## config.mk

```make
export PLATFORM = sky130hd
export DESIGN_NAME = stcg_back
export DESIGN_NICKNAME = d
export VERILOG_FILES = /design/src/rtl/stcg_pkg.sv /design/src/rtl/stcg_back.sv
export SDC_FILE = /design/constraint.sdc
export NUM_CORES = 1
export LEC_CHECK = 0
export BUFFER_PORTS_ARGS = -buffer_cell sky130_fd_sc_hd__buf_2
export CORE_ASPECT_RATIO = 1.5
export CORE_MARGIN = 1
export CORE_UTILIZATION = 31
export DETAILED_ROUTE_END_ITERATION = 7
export GPL_ROUTABILITY_DRIVEN = 1
export PLACE_DENSITY = 0.84
export SYNTH_ARGS = -nofsm -noshare
export SYNTH_HDL_FRONTEND = slang
export SYNTH_SLANG_ARGS = --single-unit
```

## constraint.sdc

```tcl
create_clock -name clk_i -period 0.8 [get_ports clk_i]
set_input_delay 0.08 -clock clk_i [delete_from_list [all_inputs] [get_ports clk_i]]
set_output_delay 0.08 -clock clk_i [all_outputs]
set_load 0.1 [all_outputs]
```

## src/rtl/stcg_pkg.sv

```systemverilog
// Shared widths, payload types and the arctangent table of the spherical texture coordinate generator.
package stcg_pkg;

  // Coordinate format and internal widths.
  localparam int COORD_W  = 16;
  localparam int GUARD_W  = 46 - COORD_W;
  localparam int CORDIC_W = COORD_W + GUARD_W + 3;
  localparam int SQ_W     = 2 * COORD_W;
  localparam int TURN_W   = 32;
  localparam int ANG_W    = TURN_W + 2;
  localparam int TEX_W    = 16;

  // Pipeline shape.
  localparam int FRONT_STAGES      = 3;
  localparam int SQRT_STAGES       = COORD_W;
  localparam int CORDIC_STAGES_DEF = 16;
  localparam int LANES             = 2;
  localparam int LANE_U            = 0;
  localparam int LANE_V            = 1;

  // Fixed result codes for the special cases.
  localparam logic [TEX_W-1:0] U_ZERO         = 16'h0000;
  localparam logic [TEX_W-1:0] U_QUARTER_POS  = 16'h4000;
  localparam logic [TEX_W-1:0] U_HALF         = 16'h8000;
  localparam logic [TEX_W-1:0] U_QUARTER_NEG  = 16'hC000;
  localparam logic [TEX_W-1:0] V_ZERO         = 16'h0000;
  localparam logic [TEX_W-1:0] V_HALF         = 16'h8000;
  localparam logic [TEX_W-1:0] V_MAX          = 16'hFFFF;

  typedef logic signed [CORDIC_W-1:0] cval_t;
  typedef logic signed [ANG_W-1:0]    ang_t;

  localparam ang_t HALF_TURN = ang_t'(64'd2147483648);

  typedef struct packed {
    logic signed [COORD_W-1:0] pos_x;
    logic signed [COORD_W-1:0] pos_y;
    logic signed [COORD_W-1:0] pos_z;
  } pos_t;

  typedef struct packed {
    logic signed [TEX_W-1:0] tex_u;
    logic [TEX_W-1:0]        tex_v;
    logic                    zero_vector;
  } tex_t;

  typedef struct packed {
    logic zero_vector;
    logic x_zero;
    logic x_neg;
    logic z_zero;
    logic z_pos;
    logic y_zero;
    logic y_pos;
    logic xz_zero;
  } flags_t;

  typedef struct packed {
    pos_t   pos;
    flags_t flags;
  } sq_side_t;

  // Arctangent of 2^-idx in binary angle units, 2^32 to the turn.
  function automatic ang_t atan_unit(input int unsigned idx);
    logic [TURN_W-1:0] val;
    case (idx)
      0:       val = 32'h2000_0000;
      1:       val = 32'h12E4_051D;
      2:       val = 32'h09FB_385B;
      3:       val = 32'h0511_11D4;
      4:       val = 32'h028B_0D43;
      5:       val = 32'h0145_D7E1;
      6:       val = 32'h00A2_F61E;
      7:       val = 32'h0051_7C55;
      8:       val = 32'h0028_BE53;
      9:       val = 32'h0014_5F2E;
      10:      val = 32'h000A_2F98;
      11:      val = 32'h0005_17CC;
      12:      val = 32'h0002_8BE6;
      13:      val = 32'h0001_45F3;
      14:      val = 32'h0000_A2F9;
      15:      val = 32'h0000_517C;
      16:      val = 32'h0000_28BE;
      17:      val = 32'h0000_145F;
      18:      val = 32'h0000_0A2F;
      19:      val = 32'h0000_0517;
      20:      val = 32'h0000_028B;
      21:      val = 32'h0000_0145;
      22:      val = 32'h0000_00A2;
      23:      val = 32'h0000_0051;
      24:      val = 32'h0000_0028;
      25:      val = 32'h0000_0014;
      26:      val = 32'h0000_000A;
      27:      val = 32'h0000_0005;
      28:      val = 32'h0000_0002;
      29:      val = 32'h0000_0001;
      default: val = '0;
    endcase
    return ang_t'(val);
  endfunction

endpackage

```

## src/rtl/stcg_back.sv

```systemverilog
// Back end: special cases, format conversion of both angles and the result register.
module stcg_back (
  input  logic              clk_i,
  input  logic              rst_ni,
  input  logic              valid_i,
  input  stcg_pkg::flags_t  flags_i,
  input  stcg_pkg::ang_t    ang_u_i,
  input  stcg_pkg::ang_t    ang_v_i,
  output logic              done_o,
  output stcg_pkg::tex_t    res_o
);

  localparam int TW = stcg_pkg::TEX_W;
  localparam int AW = stcg_pkg::ANG_W;
  localparam int UW = stcg_pkg::TURN_W;

  logic           done_q;
  stcg_pkg::tex_t res_q;
  stcg_pkg::tex_t res_d;

  always_comb begin
    if (flags_i.z_zero) begin
      res_d.tex_u = flags_i.x_neg ? stcg_pkg::U_HALF : stcg_pkg::U_ZERO;
    end else if (flags_i.x_zero) begin
      res_d.tex_u = flags_i.z_pos ? stcg_pkg::U_QUARTER_POS : stcg_pkg::U_QUARTER_NEG;
    end else begin
      res_d.tex_u = ang_u_i[UW-1 -: TW];
    end

    // The polar angle is clamped to half a turn and saturates at the top code.
    if (flags_i.xz_zero) begin
      res_d.tex_v = flags_i.y_pos ? stcg_pkg::V_ZERO : stcg_pkg::V_MAX;
    end else if (flags_i.y_zero) begin
      res_d.tex_v = stcg_pkg::V_HALF;
    end else if (ang_v_i[AW-1]) begin
      res_d.tex_v = stcg_pkg::V_ZERO;
    end else if (|ang_v_i[AW-2:UW-1]) begin
      res_d.tex_v = stcg_pkg::V_MAX;
    end else begin
      res_d.tex_v = ang_v_i[UW-2 -: TW];
    end

    res_d.zero_vector = flags_i.zero_vector;
    if (flags_i.zero_vector) begin
      res_d.tex_u = stcg_pkg::U_ZERO;
      res_d.tex_v = stcg_pkg::V_ZERO;
    end
  end

  always_ff @(posedge clk_i or negedge rst_ni) begin
    if (!rst_ni) begin
      done_q <= 1'b0;
    end else begin
      done_q <= valid_i;
    end
  end

  always_ff @(posedge clk_i) begin
    res_q <= res_d;
  end

  assign done_o = done_q;
  assign res_o  = res_q;

endmodule

```

# Word level (Yosys, flattened, before mapping)
# Index checks and enable logic that the tools add are counted.
[word_totals] reg_bits=34 in_bits=79 output_inout_bits=34 word_cells=14
[op_classes] n_mux=9 reduce_logical=1
[ops] op="16-bit 2-to-1 mux" count=9
[ops] op="2-bit OR reduction" count=1

# Logic depth before layout (Yosys ltp)
[logic_depth] depth_word=5 mapped_depth=5 ltp_nobuf=3

# Worst setup path before layout
# Ideal clock, no wire load.
[synth_path] path_type="register to output" start="reg res_q, in the netlist res_o[0]" end="out res_o[0] in the netlist's numbering" arrival_ns=0.909 t_required_ns=0.720 path_slack_ns=-0.189 path_stages_with_launch=1 path_buffers=0 path_cell_list="dfxtp_1"
[synth_lines] element="start, declared" line_no="stcg_back.sv:18" rtl="stcg_pkg::tex_t res_q;"
[synth_lines] element="start signal, assigned" line_no="stcg_back.sv:59" rtl="res_q <= res_d;"
[synth_lines] element="end, declared" line_no="stcg_back.sv:10" rtl="output stcg_pkg::tex_t res_o"
# No word-level cell between the ends.

# Final worst setup path
[layout_path] start="reg done_q, in the netlist done_o" end="out done_o"
[layout_lines] element="start, declared" line_no="stcg_back.sv:17" rtl="logic done_q;"
[layout_lines] element="start signal, assigned" line_no="stcg_back.sv:54" rtl="done_q <= valid_i;"
[layout_lines] element="end, declared" line_no="stcg_back.sv:9" rtl="output logic done_o,"
# No word-level cell between the ends.

==> results.md <==
- Drt first-iter violations: 12
- Post-DP Area: 0.002108 mm^2
- Required @ worst endpoint: 0.72 ns
- Drt drc: 0
- Pre-CTS setup slack: -0.1338 ns
- TNS Setup: -2.206 ns
- Global-route wire length before repair: 4264 um
- Antenna violations before repair: 0
- Slew Viols, Final: 0
- Detail Route Antenna Nets: 0
- # port buffers: 79
- Share of the synthesized area in the top cell type: 60.76%
- Critical path class: flip-flop to primary output
- Syn_nets: 180
- Vias: 1000
- Synth top area cells: dfxtp_1, and2_1, nor2_2
- Final setup vio count: 34
- Final nets: 273
- Synthesized area per cell: 10.77 um^2
- Vias in the first global route: 1030
- Die footprint: 0.003753 mm^2
- Row count: 26
- Grt total ovfl: 0
- I/O pins: 113
- Count of cell types in the netlist: 21
- RSZ-0062 raised after global routing: true
- Top delay family on crit path: flip-flops
- Pin count of the biggest net entering global routing: 16
- Share of cells above drive strength 1: 69.59%
- Core area: 0.003383 mm^2
- Cell Pwr Density: 1884 mW/mm^2
- Post-synthesis sequential area ratio: 63.06%
- Die Width: 50.36 um
- Starting Density: 32.14%
- Post-route cell area: 0.002265 mm^2
- Pre-antenna DRT Iters: 3
- Vias/cell: 4.237
- Type of element launching the critical path: flip-flop
- Critical path buffers and inverters: 1
- Fin crit share: 117.0%
- Final wirelength: 2706 um
- Critical path cell sequence: buf_12
- DP HPWL: 2211 um
- P_leak: 0.001021 uW
- Post-CTS Resized: 0
- Critical path's largest stage delay: 0.42 ns
- Max-cap violations: 0
- Gr usage total: 16.09%
- Clock buffer count from CTS: 5
- Fmax: 1.068 GHz
- P&R area growth vs syn: 108.3%
- Worst Path Max Fanout: 1
- Bufs on Longest Clock Path: 2
- Die Ht: 74.54 um
- Yosys warns: 0
- Clock Sinks: 34
- #FFs+latches synth: 34
- Root buf cell: clkbuf_8
- H-tree levels: 2
- WL per Instance: 11.47 um
- Violated checks: negative setup slack
- Status: complete, but fails checks
- Inserted Diodes: 0
- CTS clk-pin slew, worst paths: 0.06 ns
- Critical Path End Type: primary output
- Slew headroom: 88.23%
- Cells after synthesis: 101
- Design Power: 4267 uW
- CP max-delay cell: dfrtp_2
- Hold Path Class: primary input to flip-flop
- CP arrival: 0.86 ns
- Synthesized area: 0.001087 mm^2
- Final estimated routing congestion in global placement: 0.7171
- Peak VDD IR: 1381 uV
- CTS tree: built
- Worst Max-Slew Pin Slew: 0.1747 ns
- Minimum clock period: 0.9362 ns
- Final Hold Viols: 0
- Cell taking the most area after synthesis: dfxtp_1
- Worst setup margin: -0.1362 ns
==> layer usage <==
layer,track usage (%),share of wire (%)
met1,13.80,31
met2,31.85,60
met3,4.908,7.6
met5,0,0
met4,9.259,1.3
==> Yosys cell counts <==
master   number
dfxtp_1      33
and2_1       14
o21ai_1      10
nor2_2        9
nor2_1        8
o21ai_0       6
nor2b_1       3
nor3_1        3
buf_6         2
inv_1         2
a21oi_1       1
buf_12        1
buf_2         1
buf_4         1
dfrtp_1       1
mux2i_1       1
nand2_1       1
nand3_1       1
nor2_4        1
nor3_2        1
or2_1         1
==> final timing paths <==
kind,startpoint,end,slack (ns),cells past startpoint
max,done_o,done_o,-0.14,1
min in group asynchronous,rst_ni,done_o,0.10,2
min,ang_u_i[27],res_o[28],0.01,2
max in group asynchronous,rst_ni,done_o,0.60,2
==> stage by stage <==
| step | cells | hold WS, ns | utilization, % |
|---|---|---|---|
| after detailed placement | 222 | -0.1440 | 62.32 |
| final | 236 | 0.01082 | 66.94 |
| after global routing | 236 | 0.002986 | 66.94 |
| after CTS | 235 | 0.0009772 | 66.64 |
| after floorplan | 101 | -0.2156 | - |
| after global placement | 222 | -0.1443 | 62.32 |
==> kinds of logic after synthesis <==
group / synth area share [%]
AND/OR/NAND/NOR: 22.44
flip-flops: 63.06
buffers and inverters: 5.754
AO/OA/AOI/OAI: 7.825
multiplexers: 0.9206
==> cell type report <==
cell class,count,area (um^2)
multi-input combinational,60,339.1
inverter,2,7.507
sequential,34,728.2
clock buffer,7,86.33
timing repair buffer,91,1051
tap,42,52.55
fill,259,1119
==> cells in the final DEF (no fill, tap or decap), drive strengths merged <==
cell | Yosys | final
or2 | 1 | 1
mux2i | 1 | 1
o21ai | 16 | 16
nor2b | 3 | 3
buf | 5 | 84
a21oi | 1 | 1
dfxtp | 33 | 33
inv | 2 | 2
clkbuf | 0 | 7
dfrtp | 1 | 1
nor2 | 18 | 18
and2 | 14 | 14
nor3 | 4 | 4
nand3 | 1 | 1
dlygate4sd3 | 0 | 7
nand2 | 1 | 1
==> timing repair <==
| item | in CTS | in global routing |
|---|---|---|
| hold buffers | 6 | 1 |
| hold endpoints to repair | 6 | 1 |
| setup endpoints to repair | 34 | 34 |
| setup buffers | 0 | 0 |
==> power by group <==
part           switching (uW)  internal, uW
clock network             521           681
logic                     733           472
registers                66.6          1790
==> registers in the layout (all words and copies together), names as in the netlist <==
register / flops
done_o: 1
res_o: 33
(Power assumes the default switching activity.)
