<file path="config.mk">
export PLATFORM = sky130hd
export DESIGN_NAME = stcg_front
export DESIGN_NICKNAME = d
export VERILOG_FILES = /design/src/rtl/stcg_pkg.sv /design/src/rtl/stcg_front.sv
export SDC_FILE = /design/constraint.sdc
export NUM_CORES = 1
export LEC_CHECK = 0
export BUFFER_PORTS_ARGS = -buffer_cell sky130_fd_sc_hd__buf_2
export CORE_MARGIN = 2
export CORE_UTILIZATION = 55
export DETAILED_ROUTE_END_ITERATION = 8
export PLACE_DENSITY = 0.73
export SYNTH_ARGS = -nofsm -noshare
export SYNTH_HDL_FRONTEND = slang
export SYNTH_SLANG_ARGS = --single-unit
</file>
<file path="constraint.sdc">
create_clock -name clk_i -period 9.5 [get_ports clk_i]
set_input_delay 0.95 -clock clk_i [delete_from_list [all_inputs] [get_ports clk_i]]
set_output_delay 0.95 -clock clk_i [all_outputs]
set_load 0.01 [all_outputs]
</file>
<file path="src/rtl/stcg_pkg.sv">
// Shared widths, payload types and the arctangent table of the spherical texture coordinate generator.
package stcg_pkg;

  // Coordinate format and internal widths.
  localparam int COORD_W  = 16;
  localparam int GUARD_W  = 46 - COORD_W;
  localparam int CORDIC_W = COORD_W + GUARD_W + 3;
  localparam int SQ_W     = 2 * COORD_W;
  localparam int TURN_W   = 32;
  localparam int ANG_W    = TURN_W + 2;
  localparam int TEX_W    = 16;

  // Pipeline shape.
  localparam int FRONT_STAGES      = 3;
  localparam int SQRT_STAGES       = COORD_W;
  localparam int CORDIC_STAGES_DEF = 16;
  localparam int LANES             = 2;
  localparam int LANE_U            = 0;
  localparam int LANE_V            = 1;

  // Fixed result codes for the special cases.
  localparam logic [TEX_W-1:0] U_ZERO         = 16'h0000;
  localparam logic [TEX_W-1:0] U_QUARTER_POS  = 16'h4000;
  localparam logic [TEX_W-1:0] U_HALF         = 16'h8000;
  localparam logic [TEX_W-1:0] U_QUARTER_NEG  = 16'hC000;
  localparam logic [TEX_W-1:0] V_ZERO         = 16'h0000;
  localparam logic [TEX_W-1:0] V_HALF         = 16'h8000;
  localparam logic [TEX_W-1:0] V_MAX          = 16'hFFFF;

  typedef logic signed [CORDIC_W-1:0] cval_t;
  typedef logic signed [ANG_W-1:0]    ang_t;

  localparam ang_t HALF_TURN = ang_t'(64'd2147483648);

  typedef struct packed {
    logic signed [COORD_W-1:0] pos_x;
    logic signed [COORD_W-1:0] pos_y;
    logic signed [COORD_W-1:0] pos_z;
  } pos_t;

  typedef struct packed {
    logic signed [TEX_W-1:0] tex_u;
    logic [TEX_W-1:0]        tex_v;
    logic                    zero_vector;
  } tex_t;

  typedef struct packed {
    logic zero_vector;
    logic x_zero;
    logic x_neg;
    logic z_zero;
    logic z_pos;
    logic y_zero;
    logic y_pos;
    logic xz_zero;
  } flags_t;

  typedef struct packed {
    pos_t   pos;
    flags_t flags;
  } sq_side_t;

  // Arctangent of 2^-idx in binary angle units, 2^32 to the turn.
  function automatic ang_t atan_unit(input int unsigned idx);
    logic [TURN_W-1:0] val;
    case (idx)
      0:       val = 32'h2000_0000;
      1:       val = 32'h12E4_051D;
      2:       val = 32'h09FB_385B;
      3:       val = 32'h0511_11D4;
      4:       val = 32'h028B_0D43;
      5:       val = 32'h0145_D7E1;
      6:       val = 32'h00A2_F61E;
      7:       val = 32'h0051_7C55;
      8:       val = 32'h0028_BE53;
      9:       val = 32'h0014_5F2E;
      10:      val = 32'h000A_2F98;
      11:      val = 32'h0005_17CC;
      12:      val = 32'h0002_8BE6;
      13:      val = 32'h0001_45F3;
      14:      val = 32'h0000_A2F9;
      15:      val = 32'h0000_517C;
      16:      val = 32'h0000_28BE;
      17:      val = 32'h0000_145F;
      18:      val = 32'h0000_0A2F;
      19:      val = 32'h0000_0517;
      20:      val = 32'h0000_028B;
      21:      val = 32'h0000_0145;
      22:      val = 32'h0000_00A2;
      23:      val = 32'h0000_0051;
      24:      val = 32'h0000_0028;
      25:      val = 32'h0000_0014;
      26:      val = 32'h0000_000A;
      27:      val = 32'h0000_0005;
      28:      val = 32'h0000_0002;
      29:      val = 32'h0000_0001;
      default: val = '0;
    endcase
    return ang_t'(val);
  endfunction

endpackage

</file>
<file path="src/rtl/stcg_front.sv">
// Front end: input register, axis flags, squares of x and z and their sum.
module stcg_front (
  input  logic                          clk_i,
  input  logic                          rst_ni,
  input  logic                          valid_i,
  input  stcg_pkg::pos_t                pos_i,
  output logic                          valid_o,
  output stcg_pkg::sq_side_t            side_o,
  output logic [stcg_pkg::SQ_W-1:0]     sum_o
);

  localparam int CW = stcg_pkg::COORD_W;
  localparam int SW = stcg_pkg::SQ_W;

  logic               s1_valid_q, s2_valid_q, s3_valid_q;
  stcg_pkg::pos_t     s1_pos_q;
  stcg_pkg::sq_side_t s2_side_q, s3_side_q;
  logic [SW-1:0]      s2_sqx_q, s2_sqz_q, s3_sum_q;

  logic [CW-1:0]      mag_x, mag_z;
  stcg_pkg::flags_t   flags_d;

  always_comb begin
    mag_x = s1_pos_q.pos_x[CW-1] ? CW'(-s1_pos_q.pos_x) : CW'(s1_pos_q.pos_x);
    mag_z = s1_pos_q.pos_z[CW-1] ? CW'(-s1_pos_q.pos_z) : CW'(s1_pos_q.pos_z);
    flags_d.x_zero      = (s1_pos_q.pos_x == '0);
    flags_d.y_zero      = (s1_pos_q.pos_y == '0);
    flags_d.z_zero      = (s1_pos_q.pos_z == '0);
    flags_d.x_neg       = s1_pos_q.pos_x[CW-1];
    flags_d.z_pos       = !flags_d.z_zero && !s1_pos_q.pos_z[CW-1];
    flags_d.y_pos       = !flags_d.y_zero && !s1_pos_q.pos_y[CW-1];
    flags_d.xz_zero     = flags_d.x_zero && flags_d.z_zero;
    flags_d.zero_vector = flags_d.xz_zero && flags_d.y_zero;
  end

  always_ff @(posedge clk_i or negedge rst_ni) begin
    if (!rst_ni) begin
      s1_valid_q <= 1'b0;
      s2_valid_q <= 1'b0;
      s3_valid_q <= 1'b0;
    end else begin
      s1_valid_q <= valid_i;
      s2_valid_q <= s1_valid_q;
      s3_valid_q <= s2_valid_q;
    end
  end

  always_ff @(posedge clk_i) begin
    s1_pos_q        <= pos_i;
    s2_side_q.pos   <= s1_pos_q;
    s2_side_q.flags <= flags_d;
    s2_sqx_q        <= SW'(mag_x) * SW'(mag_x);
    s2_sqz_q        <= SW'(mag_z) * SW'(mag_z);
    s3_side_q       <= s2_side_q;
    s3_sum_q        <= s2_sqx_q + s2_sqz_q;
  end

  assign valid_o = s3_valid_q;
  assign side_o  = s3_side_q;
  assign sum_o   = s3_sum_q;

endmodule

</file>
==> After elaboration in Yosys (flattened, before gate mapping) <==
Index checks and enable logic that the tools add are counted.
{ "totals": {"ff_bits": 259, "input_bits": 51, "out_inout_bits": 89, "elab_cells": 49} }
{ "op_classes": {"add_sub_neg": 3, "multipliers": 2, "mux": 2, "reduce_logical": 11} }
{ "ops": {"columns": ["op", "n"], "rows": [
  ["16-bit by 16-bit multiplier with 32-bit output", 2],
  ["16-bit logical NOT", 3],
  ["32-bit adder", 1],
  ["16-bit 2-to-1 mux", 2],
  ["16-bit negation", 2],
  ["1-bit logical AND", 4],
  ["1-bit logical NOT", 4]
]} }

==> Depth between registers and ports, before layout <==
{ "depth": {"word_depth": 3, "ltp_mapped": 31, "ltp_nobuf": 29} }

==> Worst setup path before layout <==
No wires, ideal clock.
{ "synth_path": {"kind": "reg-to-reg", "startpoint": "register s1_pos_q[32] (netlist name)", "endpoint": "register s2_sqx_q[31]", "setup_ps": 127, "arrival_time_ps": 7226, "required_ps": 9373, "setup_slack_ps": 2147, "path_stages_with_launch": 30, "path_buffers": 1, "period_less_slack_ps": 7353, "path_cell_list": "dfxtp_1 -> inv_1 -> clkbuf_1 -> ha_1 -> nand3b_1 -> or2_4 -> o41ai_2 -> xor2_1 -> inv_2 -> nand2_1 -> inv_1 -> fa_1 -> inv_1 -> fa_1 -> inv_1 -> fa_1 -> fa_1 -> fa_1 -> inv_1 -> fa_1 -> inv_1 -> ha_1 -> a21o_1 -> nor2b_1 -> o211ai_1 -> nand2_1 -> o21ai_1 -> a41oi_1 -> nor3_1 -> or3_1"} }
{ "synth_between": {"elab_chain_len": 3} }
{ "synth_lines": {"columns": ["item", "line", "rtl"], "rows": [
  ["from (decl)", "stcg_front.sv:16", "stcg_pkg::pos_t s1_pos_q;"],
  ["from (signal assigned)", "stcg_front.sv:49", "s1_pos_q <= pos_i;"],
  ["16-bit negation", "stcg_front.sv:24", "mag_x = s1_pos_q.pos_x[CW-1] ? CW'(-s1_pos_q.pos_x) : CW'(s1_pos_q.pos_x);"],
  ["16-bit 2-to-1 mux *", "stcg_front.sv:24", null],
  ["16-bit by 16-bit multiplier with 32-bit output *", "stcg_front.sv:52", "s2_sqx_q <= SW'(mag_x) * SW'(mag_x);"],
  ["to (signal assigned)", "stcg_front.sv:52", null],
  ["to (decl)", "stcg_front.sv:18", "logic [SW-1:0] s2_sqx_q, s2_sqz_q, s3_sum_q;"]
]} }
Mark *: on every way between the ends. The rest lies on a longest branch, timed or not.

==> Worst setup path in the final report <==
{ "layout_path": {"startpoint": "register s1_pos_q[32] (netlist name)", "endpoint": "register s2_sqx_q[30]"} }
The elaborated chain is that of the path after synthesis.

==> results.md <==
* Initial Util at 56.05%
* Iteration-0 DRC Markers at 711
* Die W at 200.1 um
* WL per Instance at 15.48 um
* Average size of a mapped cell at 9.888 um^2
* CTS max path bufs at 3
* CP startpoint: s1_pos_q[32]
* Post-Synthesis Cell Area at 21160 um^2
* Hold WS at 0.1712 ns
* Clock Latency Late Sink at 0.57 ns
* Post-route ant nets at 0
* Total GRT Usage at 22.97%
* Layout cells sized above 1 at 10.10%
* Min-Delay Path Class: input pin to asynchronous set/reset pin
* Met1 Resource Use GR at 30.11%
* GPL Wtd Cong at 0.9021
* Pre-CTS setup slack at 1.226 ns
* Initial antenna violation count at 0
* CP required at 9.93 ns
* Number of H-tree levels at 1
* # nets final at 2908
* Rows at 71
* Worst-path clk slew at 0.06 ns
* Post-synth EDFFs at 0
* Endpoint class of the critical path: register
* GRT met3 Usage at 3.482%
* GRT Max-Usage Layer: met2
* # resized after CTS at 0
* Multi-input gate area at 14220 um^2
* Worst reg-to-reg path cell count at 28
* Max-cap violation count at 0
* Post-synthesis sequential area ratio at 24.01%
* CTS tree: yes
* Via count at 14.73k
* #FFs+latches synth at 253
* CTS hold repair buffers at 0
* HPWL Detailed at 36590 um
* Post-layout min period at 8.403 ns
* Number of global-route vias before repair at 15.93k
* First-pass GRT wire length at 75270 um
* Die Ht at 200.1 um
* DRC at 0
* RR Endpoint: s2_sqx_q[30]
* # fillers at 3156
* Clock Sinks at 253
* Crit-path max FO at 17
* Final period util at 88.45%
* Vias per inst at 5.190
* Crit start category: register
* Critical-path top delay cell: fa_1
* Reg2reg start: s1_pos_q[32]
* Syn Inst Count at 2140
* GRT overflow at 0
* Ant diodes at 0
* Unrepaired setup endpoints after global routing: false
* Fin worst setup slack at 1.097 ns
* Largest stage delay, worst path at 0.54 ns
* # port buffers at 139
* M2 GR Usage at 39.48%
* Reg2Reg Setup Slack at 1.10 ns
* Root Driver: clkbuf_16
* Top_reg_cell synth: dfxtp_1
* Transition time of the tightest slew-check pin at 1.035 ns
* Critical Path End: s2_sqx_q[30]
* Area Overhead vs Synth at 10.73%
* TNS Setup at 0 ns
* Count of final hold-check violations at 0
* Core area at 37760 um^2
* Max Slew Vio Count at 0
* Largest net degree at the start of global routing at 22
* Register area at 5080 um^2
* Crit path DAT at 8.84 ns
* Kind of critical path: register to register
* Status: finished clean
* Max transition margin at 30.76%
* 1st-pass router iterations at 5
* Post-CTS setup buffer count at 0
* Die area at 40060 um^2
* Yosys warnings at 0
* Skew final at 0.01572 ns
* Synth cell types at 76
* Ys async rst share at 1.186%
* Total wire length at 43910 um
* Final setup violation count at 0
* CTS buffer count at 27
* Fmax at 0.1190 GHz
* Ports at 140
per-layer routing:
layer	routed length (um)	part of all wire, %
met3	2794	6.4
met5	0	0
met4	1104	2.5
met1	18440	42
met2	21570	49
critical path: cells and delay by family (launching register included):
kind | cells | cell delay, ns
compound gates | 8 | 2.05
xor+xnor | 2 | 0.67
fa+ha+maj | 8 | 3.68
buf+inv | 7 | 0.93
flops | 1 | 0.35
simple gates | 3 | 0.60
layout by cell type (no fill, tap or decap), types with 10 or more instances in the layout:
| cell type | n |
|---|---|
| o21ai_0 | 38 |
| ha_1 | 225 |
| a21o_1 | 36 |
| nand3_1 | 18 |
| xor2_1 | 51 |
| clkbuf_16 | 27 |
| dfxtp_1 | 250 |
| inv_1 | 465 |
| xnor2_1 | 63 |
| buf_4 | 14 |
| buf_2 | 139 |
| o21bai_1 | 12 |
| a21oi_1 | 70 |
| nand2_1 | 176 |
| fa_1 | 326 |
| nor2_1 | 168 |
| conb_1 | 22 |
| nand2b_1 | 10 |
| a211oi_1 | 14 |
| o21a_1 | 15 |
| nor2b_1 | 11 |
| nor3_1 | 19 |
cells in the mapped netlist, drive strengths merged (6+ instances only):
library cell / count / area share (%)
a21o: 36 / 1.3
o21bai: 12 / 0.43
a211oi: 14 / 0.50
xor2: 53 / 2.3
a21oi: 71 / 1.7
fa: 326 / 31
xnor2: 65 / 2.8
and3: 9 / 0.27
o21a: 15 / 0.53
inv: 472 / 8.4
nor2: 169 / 3.0
nand4: 7 / 0.21
nor2b: 11 / 0.33
ha: 225 / 13
nand3: 19 / 0.51
o31a: 6 / 0.25
nor3: 22 / 0.62
nand2: 176 / 3.1
o21ai: 43 / 1.0
clkbuf: 31 / 0.55
dfxtp: 250 / 24
nand2b: 10 / 0.30
cell families (layout without fill, tap and decap cells):
| logic type | after synthesis | in the layout | share of synthesized area (%) |
|---|---|---|---|
| AO/OA/AOI/OAI | 239 | 239 | 7.646 |
| flip-flops | 253 | 253 | 24.01 |
| XOR/XNOR | 118 | 118 | 5.079 |
| other | 2 | 22 | 0.03549 |
| adder cells (fa/ha/maj) | 551 | 551 | 44.15 |
| multiplexers | 3 | 3 | 0.1478 |
| AND/OR/NAND/NOR | 461 | 461 | 9.774 |
| buffers and inverters | 513 | 679 | 9.165 |
through the flow:
step	instances	utilization (%)	area [um^2]
after detailed placement	2788	59.67	22530
final	2837	62.06	23430
after floorplan	2160	-	21240
after global placement	2788	59.67	22530
after CTS	2837	62.06	23430
after global routing	2837	62.06	23430
sequential cells by signal, indices dropped and copies added (netlist names), 30 cells and up:
signal,count
s2_side_q,54
side_o,55
s2_sqz_q,30
s2_sqx_q,31
sum_o,32
s1_pos_q,47
layout make-up:
type / instances / share of cell area, %
Clock inverter: 11 / 0.5821
Sequential cell: 253 / 21.68
Tap cell: 511 / 2.729
Multi-Input combinational cell: 1394 / 60.67
Timing Repair Buffer: 153 / 3.418
Inverter: 477 / 7.642
Clock buffer: 38 / 3.274
how the worst min path moves through the flow:
stage	to	slack (ns)	cells past startpoint
2_1_floorplan	side_o[0]	0.31	0
3_3_place_gp	side_o[9]	0.31	0
3_5_place_dp	side_o[19]	0.31	0
4_1_cts	s2_valid_q	0.15	1
5_1_grt	s2_valid_q	0.16	1
6_report	s2_valid_q	0.17	1
Power is left out: the tool's default activity adds up to more than one toggle a clock period on the data nets, which glitch-free logic cannot reach.
