## config.mk

```make
export PLATFORM = sky130hd
export DESIGN_NAME = stcg_isqrt
export DESIGN_NICKNAME = d
export VERILOG_FILES = /design/src/rtl/stcg_pkg.sv /design/src/rtl/stcg_isqrt.sv
export SDC_FILE = /design/constraint.sdc
export NUM_CORES = 1
export LEC_CHECK = 0
export BUFFER_PORTS_ARGS = -buffer_cell sky130_fd_sc_hd__buf_4
export CAP_MARGIN = 10
export CORE_MARGIN = 2
export CORE_UTILIZATION = 30
export DETAILED_ROUTE_END_ITERATION = 8
export PLACE_DENSITY = 0.5
export SLEW_MARGIN = 15
export SYNTH_ARGS = -nofsm -noshare
export SYNTH_HDL_FRONTEND = slang
export SYNTH_SLANG_ARGS = --single-unit
```

## constraint.sdc

```tcl
create_clock -name clk_i -period 2.7 [get_ports clk_i]
set_clock_uncertainty 0.05 [all_clocks]
set_input_delay 0.405 -clock clk_i [delete_from_list [all_inputs] [get_ports clk_i]]
set_output_delay 0.405 -clock clk_i [all_outputs]
set_load 0.01 [all_outputs]
```

## src/rtl/stcg_pkg.sv

```systemverilog
// Shared widths, payload types and the arctangent table of the spherical texture coordinate generator.
package stcg_pkg;

  // Coordinate format and internal widths.
  localparam int COORD_W  = 16;
  localparam int GUARD_W  = 46 - COORD_W;
  localparam int CORDIC_W = COORD_W + GUARD_W + 3;
  localparam int SQ_W     = 2 * COORD_W;
  localparam int TURN_W   = 32;
  localparam int ANG_W    = TURN_W + 2;
  localparam int TEX_W    = 16;

  // Pipeline shape.
  localparam int FRONT_STAGES      = 3;
  localparam int SQRT_STAGES       = COORD_W;
  localparam int CORDIC_STAGES_DEF = 16;
  localparam int LANES             = 2;
  localparam int LANE_U            = 0;
  localparam int LANE_V            = 1;

  // Fixed result codes for the special cases.
  localparam logic [TEX_W-1:0] U_ZERO         = 16'h0000;
  localparam logic [TEX_W-1:0] U_QUARTER_POS  = 16'h4000;
  localparam logic [TEX_W-1:0] U_HALF         = 16'h8000;
  localparam logic [TEX_W-1:0] U_QUARTER_NEG  = 16'hC000;
  localparam logic [TEX_W-1:0] V_ZERO         = 16'h0000;
  localparam logic [TEX_W-1:0] V_HALF         = 16'h8000;
  localparam logic [TEX_W-1:0] V_MAX          = 16'hFFFF;

  typedef logic signed [CORDIC_W-1:0] cval_t;
  typedef logic signed [ANG_W-1:0]    ang_t;

  localparam ang_t HALF_TURN = ang_t'(64'd2147483648);

  typedef struct packed {
    logic signed [COORD_W-1:0] pos_x;
    logic signed [COORD_W-1:0] pos_y;
    logic signed [COORD_W-1:0] pos_z;
  } pos_t;

  typedef struct packed {
    logic signed [TEX_W-1:0] tex_u;
    logic [TEX_W-1:0]        tex_v;
    logic                    zero_vector;
  } tex_t;

  typedef struct packed {
    logic zero_vector;
    logic x_zero;
    logic x_neg;
    logic z_zero;
    logic z_pos;
    logic y_zero;
    logic y_pos;
    logic xz_zero;
  } flags_t;

  typedef struct packed {
    pos_t   pos;
    flags_t flags;
  } sq_side_t;

  // Arctangent of 2^-idx in binary angle units, 2^32 to the turn.
  function automatic ang_t atan_unit(input int unsigned idx);
    logic [TURN_W-1:0] val;
    case (idx)
      0:       val = 32'h2000_0000;
      1:       val = 32'h12E4_051D;
      2:       val = 32'h09FB_385B;
      3:       val = 32'h0511_11D4;
      4:       val = 32'h028B_0D43;
      5:       val = 32'h0145_D7E1;
      6:       val = 32'h00A2_F61E;
      7:       val = 32'h0051_7C55;
      8:       val = 32'h0028_BE53;
      9:       val = 32'h0014_5F2E;
      10:      val = 32'h000A_2F98;
      11:      val = 32'h0005_17CC;
      12:      val = 32'h0002_8BE6;
      13:      val = 32'h0001_45F3;
      14:      val = 32'h0000_A2F9;
      15:      val = 32'h0000_517C;
      16:      val = 32'h0000_28BE;
      17:      val = 32'h0000_145F;
      18:      val = 32'h0000_0A2F;
      19:      val = 32'h0000_0517;
      20:      val = 32'h0000_028B;
      21:      val = 32'h0000_0145;
      22:      val = 32'h0000_00A2;
      23:      val = 32'h0000_0051;
      24:      val = 32'h0000_0028;
      25:      val = 32'h0000_0014;
      26:      val = 32'h0000_000A;
      27:      val = 32'h0000_0005;
      28:      val = 32'h0000_0002;
      29:      val = 32'h0000_0001;
      default: val = '0;
    endcase
    return ang_t'(val);
  endfunction

endpackage

```

## src/rtl/stcg_isqrt.sv

```systemverilog
// Pipelined integer floor square root, one result bit per stage.
module stcg_isqrt (
  input  logic                            clk_i,
  input  logic                            rst_ni,
  input  logic                            valid_i,
  input  stcg_pkg::sq_side_t              side_i,
  input  logic [stcg_pkg::SQ_W-1:0]       rad_i,
  output logic                            valid_o,
  output stcg_pkg::sq_side_t              side_o,
  output logic [stcg_pkg::COORD_W-1:0]    root_o
);

  localparam int SW    = stcg_pkg::SQ_W;
  localparam int RES_W = SW + 1;
  localparam int N     = stcg_pkg::SQRT_STAGES;

  logic               valid_q [N];
  stcg_pkg::sq_side_t side_q  [N];
  logic [SW-1:0]      rem_q   [N];
  logic [RES_W-1:0]   res_q   [N];

  for (genvar k = 0; k < N; k++) begin : g_step
    localparam logic [RES_W-1:0] BIT = RES_W'(1) << (SW - 2 - 2 * k);

    logic               in_valid;
    stcg_pkg::sq_side_t in_side;
    logic [SW-1:0]      in_rem;
    logic [RES_W-1:0]   in_res;
    logic [RES_W-1:0]   trial;
    logic [SW-1:0]      rem_d;
    logic [RES_W-1:0]   res_d;

    if (k == 0) begin : g_first
      assign in_valid = valid_i;
      assign in_side  = side_i;
      assign in_rem   = rad_i;
      assign in_res   = '0;
    end else begin : g_next
      assign in_valid = valid_q[k-1];
      assign in_side  = side_q[k-1];
      assign in_rem   = rem_q[k-1];
      assign in_res   = res_q[k-1];
    end

    always_comb begin
      trial = in_res + BIT;
      if (RES_W'(in_rem) >= trial) begin
        rem_d = SW'(RES_W'(in_rem) - trial);
        res_d = (in_res >> 1) + BIT;
      end else begin
        rem_d = in_rem;
        res_d = in_res >> 1;
      end
    end

    always_ff @(posedge clk_i or negedge rst_ni) begin
      if (!rst_ni) begin
        valid_q[k] <= 1'b0;
      end else begin
        valid_q[k] <= in_valid;
      end
    end

    always_ff @(posedge clk_i) begin
      side_q[k] <= in_side;
      rem_q[k]  <= rem_d;
      res_q[k]  <= res_d;
    end
  end

  assign valid_o = valid_q[N-1];
  assign side_o  = side_q[N-1];
  assign root_o  = res_q[N-1][stcg_pkg::COORD_W-1:0];

endmodule

```

## Word-level counts from Yosys, hierarchy flattened

Memories as Yosys holds them, arrays and structs flattened.
Index checks and enable logic that the tools add are counted.

| operators by class | value |
|---|---|
| add/sub/neg operators | 46 |
| order comparisons | 16 |
| muxes and demuxes | 32 |

Operators by type and width:

| cell | count |
|---|---|
| $mux W32 | 16 |
| $ge A32 B33 Y1 | 15 |
| $mux W33 | 15 |
| $sub A32 B32 Y32 | 15 |
| $add A32 B1 Y33 const B | 1 |
| $add A32 B11 Y33 const B | 1 |
| $add A32 B13 Y33 const B | 1 |
| $add A32 B15 Y33 const B | 1 |
| $add A32 B17 Y33 const B | 1 |
| $add A32 B19 Y33 const B | 1 |
| $add A32 B21 Y33 const B | 1 |
| $add A32 B23 Y33 const B | 1 |
| $add A32 B25 Y33 const B | 1 |
| $add A32 B27 Y33 const B | 1 |
| $add A32 B29 Y33 const B | 1 |
| $add A32 B3 Y33 const B | 1 |
| $add A32 B5 Y33 const B | 1 |
| $add A32 B7 Y33 const B | 1 |
| $add A32 B9 Y33 const B | 1 |
| $add A33 B1 Y33 const B | 1 |
| $add A33 B11 Y33 const B | 1 |
| $add A33 B13 Y33 const B | 1 |
| $add A33 B15 Y33 const B | 1 |
| $add A33 B17 Y33 const B | 1 |
| other kinds (13) | 13 |

| word-level totals | value |
|---|---|
| bits in registers | 16 |
| bits in writable memories | 1936 |
| input bits | 91 |
| output and inout bits | 73 |
| word-level logic and storage cells | 113 |
| memories kept | 3 |

Memories:

| name | depth | bits a word | rd ports | clocked after Yosys merged registers in | wr ports | RTL line | text |
|---|---|---|---|---|---|---|---|
| side_q | 16 | 56 | 16 | 0 | 16 | stcg_isqrt.sv:18 | `stcg_pkg::sq_side_t side_q [N];` |
| res_q | 16 | 33 | 16 | 0 | 16 | stcg_isqrt.sv:20 | `logic [RES_W-1:0] res_q [N];` |
| rem_q | 16 | 32 | 15 | 0 | 16 | stcg_isqrt.sv:19 | `logic [SW-1:0] rem_q [N];` |

## Longest topological paths before layout

Gate-level depths: netlist (run 1).
An unclocked memory read counts as a cell.

| depth | value |
|---|---|
| depth after elaboration | 4 |
| depth in mapped cells | 12 |
| mapped depth without buffers | 11 |

## Worst setup path after synthesis (run 1)

OpenSTA, ideal clock, no wires.

| timing | value |
|---|---|
| path type | reg-to-reg |
| start | mem res_q[13][5] (netlist name) |
| end | mem rem_q[14][27] (netlist name) |
| library setup time | 72 ps |
| arrival time | 2670 ps |
| required time | 2578 ps |
| path slack | -92 ps |
| cell stages (with the launch flop) | 11 |
| path buffers | 0 |
| period minus slack after synthesis | 2792 ps |
| cells stage by stage | dfxtp_1 > inv_1 > ha_1 > or3b_1 > nor4_1 > a211oi_1 > or4_1 > a21o_1 > or4_4 > nor3_2 > xor2_1 |

RTL lines:

| item | RTL line |
|---|---|
| from (decl) | stcg_isqrt.sv:20 |
| to (decl) | stcg_isqrt.sv:19 |

==> results of run 1 <==
Yosys cell counts (all sizes together) (10+ instances only):
master	number
or3	27
xnor2	102
dfxtp	1512
o21a	31
o31ai	17
ha	150
inv	181
nand3b	10
a211oi	16
nor4b	11
mux2	18
xor2	89
nand2b	31
and3	10
clkbuf	20
nor4	73
a21oi	97
nor2	138
nand4	22
o21ai	120
nor2b	20
nor3	58
nand3	26
dfrtp	16
nand2	136
a21o	34
or4	14
worst max-delay path, cell delays in order, from the launching register on:
cell and delay, ns:
dfxtp_2 0.33, inv_2 0.04, ha_4 0.25, or3b_1 0.36, nor4_2 0.14, buf_4 0.17, a211oi_2 0.07, or4_1 0.47
a21o_1 0.18, or4_4 0.46, nor3_4 0.13, xor2_1 0.15
stage by stage:
step	setup TNS (ns)	std cells	power [uW]	utilization, %
final	-0.443	5596	58600	38.9
after global routing	-1.15	5596	62100	38.9
after CTS	-0.658	5586	59300	38.6
after detailed placement	-2.08	5200	37400	33.8
after global placement	-1.46	5200	37300	33.8
after floorplan	-0.0799	3090	33900	-
how the worst min path moves through the flow:
stage / slack (ns) / startpoint / endpoint
2_1_floorplan: 0.06 / rst_ni / g_step[10].in_valid
3_3_place_gp: 0.21 / rst_ni / valid_o
3_5_place_dp: 0.22 / rst_ni / g_step[14].in_valid
4_1_cts: 0.12 / side_i[20] / side_q[0][20]
5_1_grt: 0.15 / side_i[18] / side_q[0][18]
6_report: 0.22 / side_i[36] / side_q[0][36]
sequential cells by signal (all words and copies together) (netlist names):
| register | count |
|---|---|
| side_q | 896 |
| rem_q | 480 |
| res_q | 136 |
| g_step.in_valid | 15 |
| valid_o | 1 |
per-layer routing:
layer  vias up  part of all wire, %
li1      11582                    -
met1     10047                   43
met2       365                   48
met3       176                  4.5
met4         0                  4.3
met5         -                    0
what timing repair did:
action | in CTS | in global routing
pin swaps | 18 | 27
endpoints found under the hold margin | 106 | 0
setup buffers | 11 | 11
setup endpoints to repair | 35 | 95
hold buffers | 92 | 0
resized for setup | 36 | 78
area by class of cell:
class,count,area [sq um]
Multi-Input combinational cell,1356,10100
Tap cell,1781,2230
Fill cell,12828,82800
Sequential cell,1528,30700
Clock inverter,63,807
Clock buffer,221,4460
Inverter,181,679
Timing Repair Buffer,466,3760
cell families after synthesis:
logic type | Yosys count
muxes | 24
xor gates and xnor gates | 191
adders and majority gates | 150
AOI/OAI and AO/OA | 384
and+or+nand+nor | 607
buffers and inverters | 206
DFF | 1528
power groups by stage:
stage                     clock, uW  sequential [uW]  combinational, uW
after global placement            0            27800               9480
after CTS                     22100            27300               9830
after detailed placement          0            27800               9550
after global routing          23100            27700              11300
after floorplan                   0            27200               6700
final                         21200            27400              10000
==> flow_summary.html, run 1 <==
<table>
<tr><th>Metric</th><th>Value</th></tr>
<tr><th colspan="2">Route</th></tr>
<tr><td>Remaining number of nets flagged by the antenna check after routing</td><td>0</td></tr>
<tr><td>Average wire per cell in the routed design</td><td>11.7 microns</td></tr>
<tr><td>Wire length after detailed routing</td><td>65.5 mm</td></tr>
<tr><td>Starting DRT DRC Count</td><td>767</td></tr>
<tr><td>Remaining DRCs</td><td>0</td></tr>
<tr><td>Average via count per standard cell</td><td>3.96</td></tr>
<tr><td>First-pass detailed-route iteration total</td><td>5</td></tr>
<tr><td>Vias after detailed routing</td><td>22,170</td></tr>
<tr><th colspan="2">GRT</th></tr>
<tr><td>Met2 capacity usage during global routing</td><td>16.2%</td></tr>
<tr><td>Overall track demand over capacity in global routing</td><td>9.53%</td></tr>
<tr><td>Largest net degree at the start of global routing</td><td>24</td></tr>
<tr><td>GR met1 Demand/Resource</td><td>10.5%</td></tr>
<tr><td>Number of global-route vias before repair</td><td>22,622</td></tr>
<tr><td>Final global-route overflow total</td><td>0</td></tr>
<tr><td>Number of antenna violations at the first check in global routing</td><td>0</td></tr>
<tr><td>Peak-usage layer in the global routing report</td><td>met2</td></tr>
<tr><td>Met3 routing resource usage after global routing</td><td>3.03%</td></tr>
<tr><td>Wire length of the first global-routing pass</td><td>109 mm</td></tr>
<tr><th colspan="2">Die</th></tr>
<tr><td>Die outline height</td><td>373 microns</td></tr>
<tr><td>Floorplan row count</td><td>135</td></tr>
<tr><td>Die X</td><td>373 microns</td></tr>
<tr><td>Effective utilization at floorplan</td><td>30.2%</td></tr>
<tr><td>Num ports</td><td>164</td></tr>
<tr><td>DIE AREA</td><td>139,000 sq um</td></tr>
<tr><td>Core area</td><td>135,000 sq um</td></tr>
<tr><th colspan="2">Final layout</th></tr>
<tr><td>Net count of the finished layout</td><td>3,929</td></tr>
<tr><td>Share of layout cells above drive strength 1</td><td>20.0%</td></tr>
<tr><td>Most common cell after layout, fill and taps aside</td><td>dfxtp_1</td></tr>
<tr><td>Diode count</td><td>0</td></tr>
<tr><td>Post-Layout Inst Area</td><td>52,700 sq um</td></tr>
<tr><td>Most frequent cells in the layout</td><td>dfxtp_1 (1,499), buf_4 (369), inv_1 (177)</td></tr>
<tr><td>Area Overhead vs Synth</td><td>28.6%</td></tr>
<tr><th colspan="2">Logic synthesis</th></tr>
<tr><td>Share of the synthesized area in compound gates (AO/OA/AOI/OAI)</td><td>6.08%</td></tr>
<tr><td>Leading area contributor after synthesis</td><td>dfxtp_1</td></tr>
<tr><td>Top cell type's share of synthesized area</td><td>73.9%</td></tr>
<tr><td>Flip-flop and latch count after synthesis</td><td>1,528</td></tr>
<tr><td>Post-synth EDFFs</td><td>0</td></tr>
<tr><td>Ys async rst share</td><td>1.05%</td></tr>
<tr><td>Number of nets in the synthesized netlist</td><td>3,331</td></tr>
<tr><td>Combinational family with the most area after synthesis</td><td>simple AND/OR/NAND/NOR gates</td></tr>
<tr><td>Yosys warnings</td><td>0</td></tr>
<tr><td>Count of cell types in the netlist</td><td>80</td></tr>
<tr><td>Post-synthesis mux area share</td><td>0.642%</td></tr>
<tr><td>Area share of xor/xnor cells in the synthesized design</td><td>4.08%</td></tr>
<tr><td>Biggest area contributors in the synthesized netlist</td><td>dfxtp_1 (74%), ha_1 (4.6%), xnor2_1 (2.2%)</td></tr>
<tr><td>Syn_area_per_cell</td><td>13.3 sq um</td></tr>
<tr><td>Seq/Total Area, Yosys</td><td>74.9%</td></tr>
<tr><td>Total standard cell area after synthesis</td><td>41,000 sq um</td></tr>
<tr><td>Synth Area in Adders</td><td>4.58%</td></tr>
<tr><td>Most frequently used flop master after synthesis</td><td>dfxtp_1</td></tr>
<tr><td>Simple-Gate Fraction of Synth Area</td><td>7.81%</td></tr>
<tr><td>Number of instances in the synthesized netlist</td><td>3,090</td></tr>
<tr><th colspan="2">Placement</th></tr>
<tr><td>Post-DP HPWL</td><td>44.8 mm</td></tr>
<tr><td>Placed Instance Area</td><td>45,800 sq um</td></tr>
<tr><td>Dpl ws</td><td>-0.271 ns</td></tr>
<tr><td>Gp weighted congestion</td><td>0.820</td></tr>
<tr><td>Port buffer count</td><td>163</td></tr>
<tr><th colspan="2">STA</th></tr>
<tr><td>Final worst path period need</td><td>2.88 ns</td></tr>
<tr><td>Share of the clock period used by the worst path</td><td>107%</td></tr>
<tr><td>Unrepaired setup endpoints after global routing</td><td>yes</td></tr>
<tr><td>FMAX</td><td>347 MHz</td></tr>
<tr><td>Post-route worst setup slack</td><td>-0.182 ns</td></tr>
<tr><td>Hold Worst Slack</td><td>0.224 ns</td></tr>
<tr><td>Count of final hold-check violations</td><td>0</td></tr>
<tr><td>Worst relative slew slack</td><td>52.5%</td></tr>
<tr><td>Count of final setup violators</td><td>3</td></tr>
<tr><td>Count of pins over their slew limit</td><td>0</td></tr>
<tr><td>Actual slew at the worst max-slew pin</td><td>0.710 ns</td></tr>
<tr><th colspan="2">Critical path</th></tr>
<tr><td>Origin of the critical flop-to-flop path</td><td>res_q[13][5]</td></tr>
<tr><td>Critical path destination</td><td>rem_q[14][31]</td></tr>
<tr><td>Minimum setup slack among reg-to-reg paths</td><td>-0.18 ns</td></tr>
<tr><td>Timing startpoint of the critical path</td><td>res_q[13][5]</td></tr>
<tr><td>Crit path required time</td><td>3.34 ns</td></tr>
<tr><td>Arrival time of the worst setup path</td><td>3.52 ns</td></tr>
<tr><td>Critical Setup Path Class</td><td>reg -&gt; reg</td></tr>
<tr><td>Element type at the critical path start</td><td>flip-flop</td></tr>
<tr><td>Kind of capture point of the worst setup path</td><td>flip-flop</td></tr>
<tr><td>Worst reg-to-reg path cell count</td><td>11</td></tr>
<tr><td>Critical-path maximum fanout</td><td>3</td></tr>
<tr><td>R2R Path End</td><td>rem_q[14][31]</td></tr>
<tr><th colspan="2">Pwr</th></tr>
<tr><td>Switching power total</td><td>15,400 uW</td></tr>
<tr><td>Share of power burned in combinational logic</td><td>17.1%</td></tr>
<tr><td>Maximum vdd drop</td><td>564 uV</td></tr>
<tr><td>Clock network power share</td><td>36.2%</td></tr>
<tr><td>Share of power burned in registers</td><td>46.7%</td></tr>
<tr><td>Leak</td><td>0.0230 uW</td></tr>
<tr><td>Total power per unit cell area</td><td>1110 nW/um^2</td></tr>
<tr><td>Internal Dissipation</td><td>43,300 uW</td></tr>
<tr><td>Switching Fraction</td><td>26.2%</td></tr>
<tr><th colspan="2">Clock network</th></tr>
<tr><td>H-Tree Level Count</td><td>4</td></tr>
<tr><td>Root buf cell</td><td>clkbuf_16</td></tr>
<tr><td>CTS clock-pin slew for the worst setup and hold paths</td><td>0.06 ns</td></tr>
<tr><td>TritonCTS clock tree</td><td>built</td></tr>
<tr><td>Number of clock buffers inserted by TritonCTS</td><td>155</td></tr>
<tr><td>Clock insertion delay at the later pin of the skew report</td><td>0.77 ns</td></tr>
<tr><td>Clk sink count</td><td>1,528</td></tr>
<tr><td>Deepest clock path buffer count</td><td>3</td></tr>
<tr><th colspan="2">Status</th></tr>
<tr><td>Violations in the final reports</td><td>negative setup slack</td></tr>
<tr><td>Run status</td><td>finished, violations left</td></tr>
<tr><th colspan="2">Hold path</th></tr>
<tr><td>Number of cells traversed by the worst hold path</td><td>2</td></tr>
<tr><td>Class of the worst hold path</td><td>in -&gt; reg</td></tr>
<tr><th colspan="2">Flow run</th></tr>
<tr><td>Number of maximum-capacitance constraint violations</td><td>0</td></tr>
</table>
No activity file was read; power rests on OpenSTA's default activity.
==> run 2, diff against run 1 <==
Settings changed: BUFFER_PORTS_ARGS -buffer_cell sky130_fd_sc_hd__buf_4 to -buffer_cell sky130_fd_sc_hd__clkbuf_2.
==> flow_summary.html, run 2 (synthesized netlist as in run 1, its figures left out) <==
<table>
<tr><th>Metric</th><th>Value</th></tr>
<tr><th colspan="2">Status</th></tr>
<tr><td>Run status</td><td>finished, violations left</td></tr>
<tr><td>Violations in the final reports</td><td>negative setup slack</td></tr>
<tr><th colspan="2">Final layout</th></tr>
<tr><td>Non-filler instance count after layout</td><td>5,594 (-0.036%)</td></tr>
<tr><td>Number of flip-flops under the largest register name</td><td>896 (unchanged)</td></tr>
<tr><td>Most frequent cells in the layout</td><td>dfxtp_1 (1,493), buf_4 (203), inv_1 (175)</td></tr>
<tr><td>Diode count</td><td>0 (unchanged)</td></tr>
<tr><td>Area Overhead vs Synth</td><td>28.1%</td></tr>
<tr><td>Largest register by flop count</td><td>side_q</td></tr>
<tr><td>Share of layout cells above drive strength 1</td><td>20.9% (+0.90 points)</td></tr>
<tr><td>Net count of the finished layout</td><td>3,934 (+0.13%)</td></tr>
<tr><td>Post-Layout Inst Area</td><td>52,400 sq um (-0.42%)</td></tr>
<tr><td>Most common cell after layout, fill and taps aside</td><td>dfxtp_1</td></tr>
<tr><td>Biggest registers after layout</td><td>side_q (896), rem_q (480), res_q (136)</td></tr>
<tr><th colspan="2">Route</th></tr>
<tr><td>Wire length after detailed routing</td><td>65.2 mm (-0.48%)</td></tr>
<tr><td>First-pass detailed-route iteration total</td><td>5 (unchanged)</td></tr>
<tr><td>Remaining DRCs</td><td>0 (unchanged)</td></tr>
<tr><td>Starting DRT DRC Count</td><td>702 (-8.5%)</td></tr>
<tr><td>Remaining number of nets flagged by the antenna check after routing</td><td>0 (unchanged)</td></tr>
<tr><td>Average via count per standard cell</td><td>3.97 (about the same)</td></tr>
<tr><td>Vias after detailed routing</td><td>22,182 (+0.054%)</td></tr>
<tr><td>Average wire per cell in the routed design</td><td>11.7 microns (-0.45%)</td></tr>
<tr><th colspan="2">Clock network</th></tr>
<tr><td>Clk sink count</td><td>1,528 (unchanged)</td></tr>
<tr><td>CTS clock-pin slew for the worst setup and hold paths</td><td>0.06 ns (about the same)</td></tr>
<tr><td>Number of clock buffers inserted by TritonCTS</td><td>154 (-0.65%)</td></tr>
<tr><td>Clock insertion delay at the later pin of the skew report</td><td>0.76 ns (about the same)</td></tr>
<tr><td>H-Tree Level Count</td><td>4 (unchanged)</td></tr>
<tr><td>TritonCTS clock tree</td><td>built</td></tr>
<tr><td>Deepest clock path buffer count</td><td>3 (unchanged)</td></tr>
<tr><td>Root buf cell</td><td>clkbuf_16</td></tr>
<tr><th colspan="2">STA</th></tr>
<tr><td>Actual slew at the worst max-slew pin</td><td>0.675 ns (-0.0355 ns)</td></tr>
<tr><td>Share of the clock period used by the worst path</td><td>109% (+1.9 points)</td></tr>
<tr><td>Unrepaired setup endpoints after global routing</td><td>yes</td></tr>
<tr><td>Final worst path period need</td><td>2.93 ns (+0.0506 ns)</td></tr>
<tr><td>FMAX</td><td>341 MHz (-1.7%)</td></tr>
<tr><td>Count of final setup violators</td><td>7 (+4)</td></tr>
<tr><td>Worst relative slew slack</td><td>54.9% (+2.4 points)</td></tr>
<tr><td>Count of pins over their slew limit</td><td>0 (unchanged)</td></tr>
<tr><td>Post-route worst setup slack</td><td>-0.232 ns (-0.0506 ns)</td></tr>
<tr><td>Count of final hold-check violations</td><td>0 (unchanged)</td></tr>
<tr><th colspan="2">Critical path</th></tr>
<tr><td>Max incr delay on CP</td><td>0.47 ns (about the same)</td></tr>
<tr><td>Critical Setup Path Class</td><td>reg -&gt; reg</td></tr>
<tr><td>Crit path required time</td><td>3.28 ns (-0.06 ns)</td></tr>
<tr><td>Critical-path maximum fanout</td><td>3 (unchanged)</td></tr>
<tr><td>Critical Path, Cell by Cell</td><td>inv_2 &gt; ha_4 &gt; or3b_4 &gt; nor4_2 &gt; buf_4 &gt; a211oi_2 &gt; or4_1 &gt; a21o_1 &gt; or4_4 &gt; buf_4 &gt; xnor2_1</td></tr>
<tr><td>Top cell family by delay on the critical path</td><td>simple AND/OR/NAND/NOR gates</td></tr>
<tr><td>Most Frequent Cell on Critical Path</td><td>buf_4</td></tr>
<tr><td>Worst-path cell with the longest stage delay</td><td>or4_1</td></tr>
<tr><td>Kind of capture point of the worst setup path</td><td>flip-flop</td></tr>
<tr><td>Element type at the critical path start</td><td>flip-flop</td></tr>
<tr><td>Buffers plus inverters on the worst setup path</td><td>3 (+1)</td></tr>
<tr><td>Arrival time of the worst setup path</td><td>3.52 ns (about the same)</td></tr>
<tr><th colspan="2">Pwr</th></tr>
<tr><td>Maximum vdd drop</td><td>567 uV (+0.47%)</td></tr>
<tr><td>Total power per unit cell area</td><td>1120 nW/um^2 (+0.35%)</td></tr>
<tr><td>Leak</td><td>0.0229 uW (-0.18%)</td></tr>
<tr><th colspan="2">GRT</th></tr>
<tr><td>Largest net degree at the start of global routing</td><td>24 (unchanged)</td></tr>
<tr><td>Final global-route overflow total</td><td>0 (unchanged)</td></tr>
<tr><td>Wire length of the first global-routing pass</td><td>108 mm (-0.61%)</td></tr>
<tr><td>Number of global-route vias before repair</td><td>22,566 (-0.25%)</td></tr>
<tr><td>Overall track demand over capacity in global routing</td><td>9.47% (-0.058 points)</td></tr>
<tr><td>Number of antenna violations at the first check in global routing</td><td>0 (unchanged)</td></tr>
<tr><th colspan="2">Hold path</th></tr>
<tr><td>Class of the worst hold path</td><td>in -&gt; reg</td></tr>
<tr><th colspan="2">Placement</th></tr>
<tr><td>Post-DP HPWL</td><td>44.8 mm (about the same)</td></tr>
<tr><td>Placed Instance Area</td><td>45,400 sq um (-0.82%)</td></tr>
<tr><td>Port buffer count</td><td>163 (unchanged)</td></tr>
<tr><td>Number of placed instances, taps included</td><td>5,204 (+0.077%)</td></tr>
<tr><td>Dpl ws</td><td>-0.281 ns (-0.0101 ns)</td></tr>
<tr><td>Gp weighted congestion</td><td>0.815 (-0.57%)</td></tr>
<tr><th colspan="2">Die</th></tr>
<tr><td>Floorplan row count</td><td>135 (unchanged)</td></tr>
<tr><td>Num ports</td><td>164 (unchanged)</td></tr>
<tr><td>DIE AREA</td><td>139,000 sq um (unchanged)</td></tr>
<tr><td>Die X</td><td>373 microns (unchanged)</td></tr>
<tr><td>Die outline height</td><td>373 microns (unchanged)</td></tr>
<tr><td>Core area</td><td>135,000 sq um (unchanged)</td></tr>
<tr><td>Effective utilization at floorplan</td><td>30.2% (unchanged)</td></tr>
<tr><th colspan="2">Flow run</th></tr>
<tr><td>Number of maximum-capacitance constraint violations</td><td>0 (unchanged)</td></tr>
</table>
-- run 2: cell count changes in the layout (fill, tap and decap cells not counted), sizes merged --
cell,previous run,this run
inv,191,189
bufinv,9,12
clkbuf,221,376
buf,374,215
clkinvlp,10,9
clkinv,34,36
-- run 2: worst paths after layout --
path,from,endpoint,slack (ns),depth (start not counted)
worst min-delay path,side_i[14],side_q[0][14],0.24,2
worst max register to register,res_q[13][5],rem_q[14][23],-0.23,11
min in group asynchronous,rst_ni,g_step[9].in_valid,0.75,3
worst max-delay path,res_q[13][5],rem_q[14][23],-0.23,11
worst min register to register,side_q[4][5],side_q[4][61],0.26,0
max in group asynchronous,rst_ni,g_step[4].in_valid,1.42,3
-- run 2: final cells by class --
cell class | count | area [sq um]
Clock inverter | 65 | 821
Multi-Input combinational cell | 1356 | 10200
Sequential cell | 1528 | 30700
Fill cell | 12869 | 83000
Timing Repair Buffer | 472 | 3460
Clock buffer | 211 | 4400
Inverter | 181 | 679
Tap cell | 1781 | 2230
-- run 2: metrics by stage --
stage | power [uW] | utilization, % | TNS [ns] | hold WS [ns]
floorplan | 33900 | - | -0.0799 | 0.0594
global placement | 37200 | 33.5 | -1.87 | 0.260
detailed placement | 37300 | 33.5 | -3.02 | 0.262
CTS | 59100 | 38.3 | -0.722 | 0.138
global route | 62100 | 38.7 | -2.00 | 0.171
finish | 58600 | 38.7 | -0.795 | 0.238
-- run 2: timing repair --
item / CTS / global route
cloned: 0 / 2
resized for setup: 42 / 108
setup endpoints to repair: 41 / 120
buffers inserted: 6 / 17
pin swaps: 23 / 42
endpoints found under the hold margin: 106 / 0
hold buffers: 92 / 0
-- run 2: power breakdown --
part | internal, uW | switching, uW
Sequential | 25600 | 1780
Clock | 12700 | 8500
Combinational | 5110 | 4930
-- run 2: layer usage --
layer	part of all wire (%)	global-route usage, %	vias to the layer above	wire length (microns)
met3	4.5	2.81	173	2940
met1	44	10.5	10054	28400
met2	48	16.1	359	31100
met5	0	0	-	0
li1	-	-	11596	-
met4	4.3	5.46	0	2770
